**src/design/bpa_pkg.sv**
```systemverilog
// bpa_pkg: shared types and constants of the bitmap page allocator
// opcodes, fixed field widths and the controller/datapath command and status structs
// no dependencies
package bpa_pkg;

   // fixed field widths
   localparam int OP_W      = 3;
   localparam int ADDR_W    = 32;
   localparam int LEN_W     = 32;
   localparam int KB_W      = 23;
   localparam int USED_W    = 17;
   localparam int LIMIT_W   = 17;

   // map word geometry
   localparam int WORD_BITS = 32;
   localparam int BIT_W     = 5;
   localparam logic [BIT_W-1:0] BIT_MAX = 5'd31;

   // wide enough for any page, byte or limit calculation
   localparam int CALC_W    = 40;
   localparam int KB_SHIFT  = 10;

   localparam logic [KB_W-1:0] MEM_KB_RESET = 23'd262144;

   // request opcodes
   localparam logic [OP_W-1:0] OP_INIT    = 3'd0;
   localparam logic [OP_W-1:0] OP_ALLOC   = 3'd1;
   localparam logic [OP_W-1:0] OP_FREE    = 3'd2;
   localparam logic [OP_W-1:0] OP_RESERVE = 3'd3;
   localparam logic [OP_W-1:0] OP_RELEASE = 3'd4;

   typedef struct packed {
      logic req_ready;
      logic load;
      logic decode;
      logic setup;
      logic fill;
      logic region_wr;
      logic scan_next;
      logic alloc_wr;
      logic rsp_load;
   } cmd_type;

   typedef struct packed {
      logic            req_valid;
      logic [OP_W-1:0] op;
      logic            nonempty;
      logic            last_word;
      logic            fill_last;
      logic            scan_stop;
      logic            word_full;
      logic            fits;
      logic            rsp_busy;
   } status_type;

endpackage

```
**src/design/bpa_ctrl.sv**
```systemverilog
// bpa_ctrl: sequencer of the bitmap page allocator
// steps each request through decode, map walk or scan and response; depends on bpa_pkg
module bpa_ctrl (
   input  logic                clock,
   input  logic                reset,
   input  bpa_pkg::status_type st,
   output bpa_pkg::cmd_type    cmd
);

   typedef enum logic [3:0] {
      S_CLEAR,
      S_IDLE,
      S_DECODE,
      S_SETUP,
      S_RANGE_RD,
      S_RANGE_WR,
      S_SCAN_RD,
      S_SCAN_EX,
      S_RESP
   } state_type;

   state_type state_ff, state_in;
   logic      from_init_ff, from_init_in;

   always_comb begin
      cmd          = '0;
      state_in     = state_ff;
      from_init_in = from_init_ff;
      unique case (state_ff)
         S_CLEAR: begin
            cmd.fill = 1'b1;
            if (st.fill_last) begin
               state_in     = from_init_ff ? S_RESP : S_IDLE;
               from_init_in = 1'b0;
            end
         end
         S_IDLE: begin
            cmd.req_ready = 1'b1;
            if (st.req_valid) begin
               cmd.load = 1'b1;
               state_in = S_DECODE;
            end
         end
         S_DECODE: begin
            cmd.decode = 1'b1;
            unique case (st.op)
               bpa_pkg::OP_INIT: begin
                  state_in     = S_CLEAR;
                  from_init_in = 1'b1;
               end
               bpa_pkg::OP_ALLOC:   state_in = S_SCAN_RD;
               bpa_pkg::OP_FREE:    state_in = S_SETUP;
               bpa_pkg::OP_RESERVE: state_in = S_SETUP;
               bpa_pkg::OP_RELEASE: state_in = S_SETUP;
               default:             state_in = S_RESP;
            endcase
         end
         S_SETUP: begin
            cmd.setup = 1'b1;
            state_in  = st.nonempty ? S_RANGE_RD : S_RESP;
         end
         S_RANGE_RD: begin
            state_in = S_RANGE_WR;
         end
         S_RANGE_WR: begin
            cmd.region_wr = 1'b1;
            state_in      = st.last_word ? S_RESP : S_RANGE_RD;
         end
         S_SCAN_RD: begin
            state_in = st.scan_stop ? S_RESP : S_SCAN_EX;
         end
         S_SCAN_EX: begin
            priority if (st.word_full) begin
               cmd.scan_next = 1'b1;
               state_in      = S_SCAN_RD;
            end else if (st.fits) begin
               cmd.alloc_wr = 1'b1;
               state_in     = S_RESP;
            end else begin
               state_in = S_RESP;
            end
         end
         S_RESP: begin
            if (!st.rsp_busy) begin
               cmd.rsp_load = 1'b1;
               state_in     = S_IDLE;
            end
         end
         default: state_in = S_IDLE;
      endcase
   end

   // reset starts with a sweep that marks every page used
   always_ff @(posedge clock) begin
      if (reset) begin
         state_ff     <= S_CLEAR;
         from_init_ff <= 1'b0;
      end else begin
         state_ff     <= state_in;
         from_init_ff <= from_init_in;
      end
   end

   a_rsp_slot_free: assert property (@(posedge clock) disable iff (reset)
      cmd.rsp_load |-> !st.rsp_busy)
      else $error("response loaded over a pending one");

   a_clear_holds: assert property (@(posedge clock) disable iff (reset)
      (state_ff == S_CLEAR) && !st.fill_last |=> state_ff == S_CLEAR)
      else $error("map sweep left early");

   a_init_flag: assert property (@(posedge clock) disable iff (reset)
      from_init_ff |-> state_ff == S_CLEAR)
      else $error("init flag set outside the map sweep");

endmodule

```
**config.mk**
```make
export PLATFORM = sky130hd
export DESIGN_NAME = bpa_ctrl
export DESIGN_NICKNAME = d
export VERILOG_FILES = /design/src/design/bpa_pkg.sv /design/src/design/bpa_ctrl.sv
export SDC_FILE = /design/constraint.sdc
export NUM_CORES = 1
export LEC_CHECK = 0
export ABC_AREA = 1
export BUFFER_PORTS_ARGS = -buffer_cell sky130_fd_sc_hd__buf_4
export CAP_MARGIN = 10
export CORE_AREA = 2 2 39 41
export CTS_CLUSTER_SIZE = 25
export DETAILED_ROUTE_END_ITERATION = 10
export DIE_AREA = 0 0 41 43
export GPL_TIMING_DRIVEN = 0
export HOLD_SLACK_MARGIN = 0.08
export PLACE_DENSITY = 0.59
export SLEW_MARGIN = 25
export SYNTH_ARGS = -nofsm -noshare
export SYNTH_HDL_FRONTEND = slang
export SYNTH_SLANG_ARGS = --single-unit
```
**constraint.sdc**
```tcl
create_clock -name clock -period 2.2 [get_ports clock]
set_input_delay 0.11 -clock clock [delete_from_list [all_inputs] [get_ports clock]]
set_output_delay 0.11 -clock clock [all_outputs]
set_load 0.05 [all_outputs]
```
Word-level counts from Yosys, hierarchy flattened
Cells that the tools add are included.
- equality and inequality tests: 16
- muxes and demuxes: 25
- reduce and logical (&&, ||, !) cells: 6
- operators by type and width (kind ; number):
    $pmux 4 s9 ; 1
    $mux 4 ; 8
    $eq 4x3->1 const B ; 4
    $mux 1 ; 12
    $pmux 4 s3 ; 1
    $eq 4x2->1 const B ; 2
    $ne 2x2->1 const B ; 4
    $eq 3x2->1 const B ; 2
    $reduce_and 3->1 ; 2
    $eq 4x1->1 const B ; 1
    $eq 4x4->1 const B ; 1
    $logic_not 4->1 ; 1
    $mux 2 ; 2
    $eq 3x1->1 const B ; 1
    $eq 3x3->1 const B ; 1
    $logic_not 3->1 ; 1
    $reduce_or 3->1 ; 1
    $pmux 1 s2 ; 1
    $reduce_bool 2->1 ; 1
- register bits: 5
- output and inout bits: 9
- logic and storage cells: 49

Logic depth before layout (Yosys ltp)
Gate-level depths: netlist of run 1.
- depth in word-level cells: 4
- gate-level depth with buffers: 9
- gate-level depth less buffers: 9

Worst setup path before layout of run 1
Ideal clock, no wire load.
- kind: register to output
- start point: register state_ff[0]
- end point: output port cmd[7] (netlist bit)
- cell stages (with the launch flop): 3
- setup slack: 81 ps
- data arrival time: 2009 ps
- buffers on the path: 0
- required time: 2090 ps
- path through: dfxtp_1 -> inv_2 -> nor4_1
- RTL lines (what ; line ; text):
    start: declaration ; bpa_ctrl.sv:22 ; state_type state_ff, state_in;
    start signal: assignment ; bpa_ctrl.sv:99 ; state_ff <= state_in;
    end: declaration ; bpa_ctrl.sv:7 ; output bpa_pkg::cmd_type cmd

==> flow_metrics.env, run 1 <==
export IMPL_status="finished, final reports clean"
export IMPL_start_util=0.327
export IMPL_cp_end_kind="primary output"
export IMPL_coreArea_um2=1380
export IMPL_drt_total_wl_um=1160
export IMPL_track_usage=0.159
export IMPL_max_cap_viol_count=0
export IMPL_fin_setup_tns_ps=0
export IMPL_netlist_area_leader_share=0.221
export IMPL_met2_usage=0.234
export IMPL_seq_area_frac_synth=0.221
export IMPL_dp_hpwl_um=989
export IMPL_synthCells=81
export IMPL_finalNetCount=121
export IMPL_first_global_vias=504
export IMPL_rows=14
export IMPL_grtUsageMet1=0.210
export IMPL_period_needed_ps=1440
export IMPL_syn_cell_area_um2=453
export IMPL_drive_above_1_share=0.346
export IMPL_fp_dieW_um=41
export IMPL_place_inst=118
export IMPL_cts_setup_buffers=0
export IMPL_drc_errors=0
export IMPL_powerDensity_nw_per_um2=769
export IMPL_tightest_slew_ps=311
export IMPL_cts_root_buf="clkbuf_4"
export IMPL_cts_buffer_depth=2
export IMPL_critPathKind="reg2out"
export IMPL_detail_route_antenna_nets=0
export IMPL_routedWlPerCell_um=9.45
export IMPL_hold_path_class="in2reg"
export IMPL_setup_violations=0
export IMPL_io_pins=22
export IMPL_fp_dieH_um=43
export IMPL_cts_resized=0
export IMPL_via_per_inst=4.72
export IMPL_yosys_area_top_type="dfxtp_1"
export IMPL_finClkSkew_ps=2.71
export IMPL_switchingPower_uw=245
export IMPL_path_clk_slew_ps=40
export IMPL_drt_iter0_drc=9
export IMPL_pwr_share_clk=0.197
export IMPL_p_int_uw=268
export IMPL_power_uw=513
export IMPL_fmax_ghz=0.697
export IMPL_worstPathRequired_ps=2090
export IMPL_htree_levels=1
export IMPL_gp_congestion=0.839
export IMPL_clkLatencyLatePin_ps=230
export IMPL_grt_pass1_wl_um=1940
export IMPL_grt_max_degree=8
export IMPL_synthDistinctLibCells=17
export IMPL_ys_ff_latch=5
export IMPL_grt_util_met3=0.0314
export IMPL_vias=581
export IMPL_cts_buffers_inserted=3
export IMPL_p_leak_nw=0.338
export IMPL_area_growth_pct=47.2
export IMPL_path_max_fanout=6
export IMPL_netSwitchingFraction=0.477
export IMPL_ir_drop_mv=0.423
export IMPL_power_frac_comb=0.558
export IMPL_instances_no_fill=123
export IMPL_ys_top_cells_by_area="dfxtp_1 (22%), nand3_1 (12%), nand2_1 (12%), nor2_1 (9.9%), inv_1 (8.3%)"
export IMPL_relSlewSlack=0.792
export IMPL_top_usage_layer="met2"
export IMPL_placed_area_um2=631
export IMPL_syn_avg_cell_area_um2=5.59
export IMPL_clock_sinks=5
export IMPL_dieArea_um2=1760
export IMPL_cp_start_kind="register"
export IMPL_yosys_warnings=0
export IMPL_post_route_period_util=0.653
export IMPL_hold_violations=0
export IMPL_p_seq_frac=0.245
export IMPL_grt_overflow=0
export IMPL_cts_tree="done"
export IMPL_worstPathArrival_ps=1330
export IMPL_slew_viol_final=0
export IMPL_design_area_um2=667
export IMPL_port_buffers=21
export IMPL_syn_nets=94
export IMPL_first_pass_iters=4
export IMPL_antenna_found_initial=0
export IMPL_diodes=0
export IMPL_rsz0062_at_grt="false"
[worst paths after layout]
path,startpoint,endpoint,slack [ps],cells past startpoint
hold reg to reg,from_init_ff$_SDFFE_PP0P_,from_init_ff$_SDFFE_PP0P_,480,2
setup / recovery,state_ff[2]$_SDFFE_PP0P_,cmd[8],760,4
setup reg to reg,state_ff[3]$_SDFFE_PP0P_,state_ff[1]$_SDFFE_PP0P_,950,7
hold / removal,st[4],from_init_ff$_SDFFE_PP0P_,140,4
[flip-flops by register name, summed over array words and instances (netlist names)]
signal / flops
from_init_ff: 1
state_ff: 4
[per-stage QoR]
| step | utilization | setup WS [ps] | hold slack [ps] |
|---|---|---|---|
| after floorplan | - | 80.9 | 179 |
| after global placement | 0.456 | 939 | 313 |
| after detailed placement | 0.456 | 955 | 313 |
| after CTS | 0.482 | 762 | 138 |
| after global routing | 0.482 | 617 | 154 |
| final | 0.482 | 764 | 142 |
[critical path, cell delays in order, from the launching register on]
cell and delay, ps:
dfxtp_1 300, inv_1 170, nand2_2 140, nor3_1 230
buf_4 250
[what timing repair did]
item / in CTS / in global routing
endpoints found under the setup margin: 0 / 0
hold buffers: 1 / 0
hold endpoints to repair: 5 / 0
[kinds of logic (layout without fill, tap and decap cells)]
| logic type | count (synthesis) | count (layout) | share of synthesized area |
|---|---|---|---|
| AND/OR/NAND/NOR | 52 | 52 | 0.547 |
| buffers and inverters | 16 | 42 | 0.141 |
| AO/OA/AOI/OAI | 8 | 8 | 0.0912 |
| flip-flops | 5 | 5 | 0.221 |
[area by class of cell]
type | instances | area (um^2)
clock buffer | 4 | 26.3
timing repair buffer | 22 | 168
buffer | 1 | 7.51
multi-input combinational | 60 | 289
fill | 159 | 717
inverter | 15 | 56.3
sequential | 5 | 100
tap | 16 | 20.0
[synth_stat cells (all sizes together)]
master / number
nor3: 1
a21oi: 5
nand2: 17
nand3: 11
inv: 14
dfxtp: 5
nand4: 2
nand3b: 2
nor2: 17
clkinv: 1
o21ai: 2
buf: 1
nor4: 2
a31oi: 1
[per-layer routing]
metal / up-vias / routed length, um
met4: 0 / 0
met1: 254 / 538
li1: 312 / -
met5: - / 0
met3: 0 / 58
met2: 15 / 564
[placed cells by master, fill, tap and decap left out, drive strengths merged]
cell | synthesis | routed
a21oi | 5 | 5
a31oi | 1 | 1
buf | 1 | 22
clkbuf | 0 | 4
clkinv | 1 | 1
dfxtp | 5 | 5
dlygate4sd3 | 0 | 1
inv | 14 | 14
nand2 | 17 | 17
nand3 | 11 | 11
nand3b | 2 | 2
nand4 | 2 | 2
nor2 | 17 | 17
nor3 | 1 | 1
nor4 | 2 | 2
o21ai | 2 | 2
[power groups by stage]
stage	Combinational, mW	Clock [mW]	Sequential [mW]
4_1_cts	0.289	0.107	0.126
6_report	0.286	0.101	0.126
3_5_place_dp	0.287	0	0.127
2_1_floorplan	0.212	0	0.121
3_3_place_gp	0.287	0	0.128
5_1_grt	0.318	0.116	0.128
Power figures use the tool's default switching activity.
==> run 2: changes to the inputs <==
Clock period 2.2 ns to 1.4 ns, I/O delays scaled along.
==> flow_metrics.env, run 2 (synthesized netlist as in run 1, its figures left out) <==
export IMPL_first_global_vias=484
export IMPL_r2r_start="state_ff[3]$_SDFFE_PP0P_"
export IMPL_cp_depth=5
export IMPL_first_pass_iters=4
export IMPL_start_util=0.327
export IMPL_critPathKind="reg2out"
export IMPL_period_needed_ps=1320
export IMPL_track_usage=0.158
export IMPL_fin_setup_tns_ps=0
export IMPL_setup_violations=0
export IMPL_design_area_um2=721
export IMPL_grt_pass1_wl_um=1930
export IMPL_worstPathArrival_ps=1250
export IMPL_htree_levels=1
export IMPL_io_pins=22
export IMPL_relSlewSlack=0.830
export IMPL_multi_input_area_um2=333
export IMPL_drt_iter0_drc=20
export IMPL_grt_overflow=0
export IMPL_cts_root_buf="clkbuf_4"
export IMPL_vias=590
export IMPL_reg2reg_setup_slack_ps=190
export IMPL_detail_route_antenna_nets=0
export IMPL_largest_register_ffs=4
export IMPL_post_route_period_util=0.941
export IMPL_dieArea_um2=1760
export IMPL_port_buffers=21
export IMPL_rr_endpoint="state_ff[0]$_SDFFE_PP0P_"
export IMPL_clkLatencyLatePin_ps=240
export IMPL_final_cell_mix="buf_4 (21), nand2_1 (14), nand3_1 (11)"
export IMPL_critPathLaunch="state_ff[2]$_SDFFE_PP0P_"
export IMPL_placed_area_um2=662
export IMPL_cpPeakStageDelay_ps=330
export IMPL_antenna_found_initial=0
export IMPL_rows=14
export IMPL_slowest_stage="dfxtp_1"
export IMPL_dp_hpwl_um=1030
export IMPL_coreArea_um2=1380
export IMPL_drive_above_1_share=0.430
export IMPL_grt_max_degree=8
export IMPL_cp_start_kind="register"
export IMPL_powerDensity_nw_per_um2=1200
export IMPL_p_leak_nw=0.346
export IMPL_path_clk_slew_ps=50
export IMPL_worst_path_buf_inv=2
export IMPL_finClkSkew_ps=8.75
export IMPL_timing_hold_ws_ps=104
export IMPL_routedWlPerCell_um=9.98
export IMPL_drc_errors=0
export IMPL_setup_worst_path_end="cmd[2]"
export IMPL_cts_buffers_inserted=3
export IMPL_diodes=0
export IMPL_finish_utilization=0.521
export IMPL_fillers=148
export IMPL_area_growth_pct=59.1
export IMPL_clock_sinks=5
export IMPL_cp_end_kind="primary output"
export IMPL_regArea_um2=106
export IMPL_path_max_fanout=6
export IMPL_worstPathRequired_ps=1330
export IMPL_tightest_slew_ps=255
export IMPL_final_common_cell="buf_4"
export IMPL_path_delay_family="simple AND/OR/NAND/NOR gates"
export IMPL_cts_buffer_depth=2
export IMPL_status="finished, final reports clean"
export IMPL_hold_path_class="in2reg"
export IMPL_ir_drop_mv=0.784
export IMPL_fp_dieH_um=43
export IMPL_via_per_inst=4.80
export IMPL_reg2reg_depth=7
export IMPL_power_uw=864
export IMPL_max_cap_viol_count=0
export IMPL_hold_violations=0
export IMPL_drt_total_wl_um=1230
export IMPL_slew_viol_final=0
export IMPL_crit_chain="inv_2, nor2_4, nand2_1, nor2_1, buf_4"
export IMPL_gp_congestion=0.831
export IMPL_top_register="state_ff"
export IMPL_cts_tree="done"
export IMPL_finalNetCount=121
export IMPL_fp_dieW_um=41
export IMPL_fmax_ghz=0.759
export IMPL_reg_largest_list="state_ff (4), from_init_ff (1)"
## run 2: cell counts in the layout (fill, tap and decap cells not counted)
Identical to the previous run, type by type.
## run 2: worst min-delay path by stage
stage | from | endpoint | cells past startpoint
finish | st[4] | from_init_ff$_SDFFE_PP0P_ | 4
global placement | reset | state_ff[3]$_SDFFE_PP0P_ | 2
detailed placement | reset | state_ff[3]$_SDFFE_PP0P_ | 2
CTS | st[4] | from_init_ff$_SDFFE_PP0P_ | 4
global route | st[4] | from_init_ff$_SDFFE_PP0P_ | 4
floorplan | reset | from_init_ff$_SDFFE_PP0P_ | 1
## run 2: area by class of cell
cell class,count,share of cell area
plain buffers,1,0.0104
flip-flops and latches,5,0.148
clock buffers,4,0.0365
well taps,16,0.0278
inverters,15,0.0781
repair buffers,22,0.238
multi-input cells,60,0.462
## run 2: worst register-to-register path: cells and delay by family (launching register included)
family,cells,cell delay [ps]
DFF,1,370
and+or+nand+nor,6,650
AOI/OAI and AO/OA,1,110
## run 2: per-stage QoR
step / setup WS [ps] / cells
2_1_floorplan: -131 / 81
3_3_place_gp: 94.8 / 118
3_5_place_dp: 63.8 / 118
4_1_cts: 35.0 / 123
5_1_grt: -6.59 / 123
6_report: 82.2 / 123
## run 2: repair_timing
action,in CTS,in global routing
endpoints found under the hold margin,5,0
endpoints found under the setup margin,3,5
buffers inserted,0,0
gates resized for setup,2,6
hold buffers,1,0
## run 2: layer usage
layer	vias up	track usage	part of all wire
met5	-	0	0
met2	16	0.241	0.49
met1	261	0.210	0.46
met3	0	0.0628	0.054
li1	313	-	-
met4	0	0.0200	0
## run 2: power by group
part           total [mW]  switching, mW  leakage (nW)  internal (mW)
registers           0.208         0.0410        0.0422          0.167
clock network       0.165         0.0575        0.0150          0.108
logic               0.491          0.323         0.289          0.168
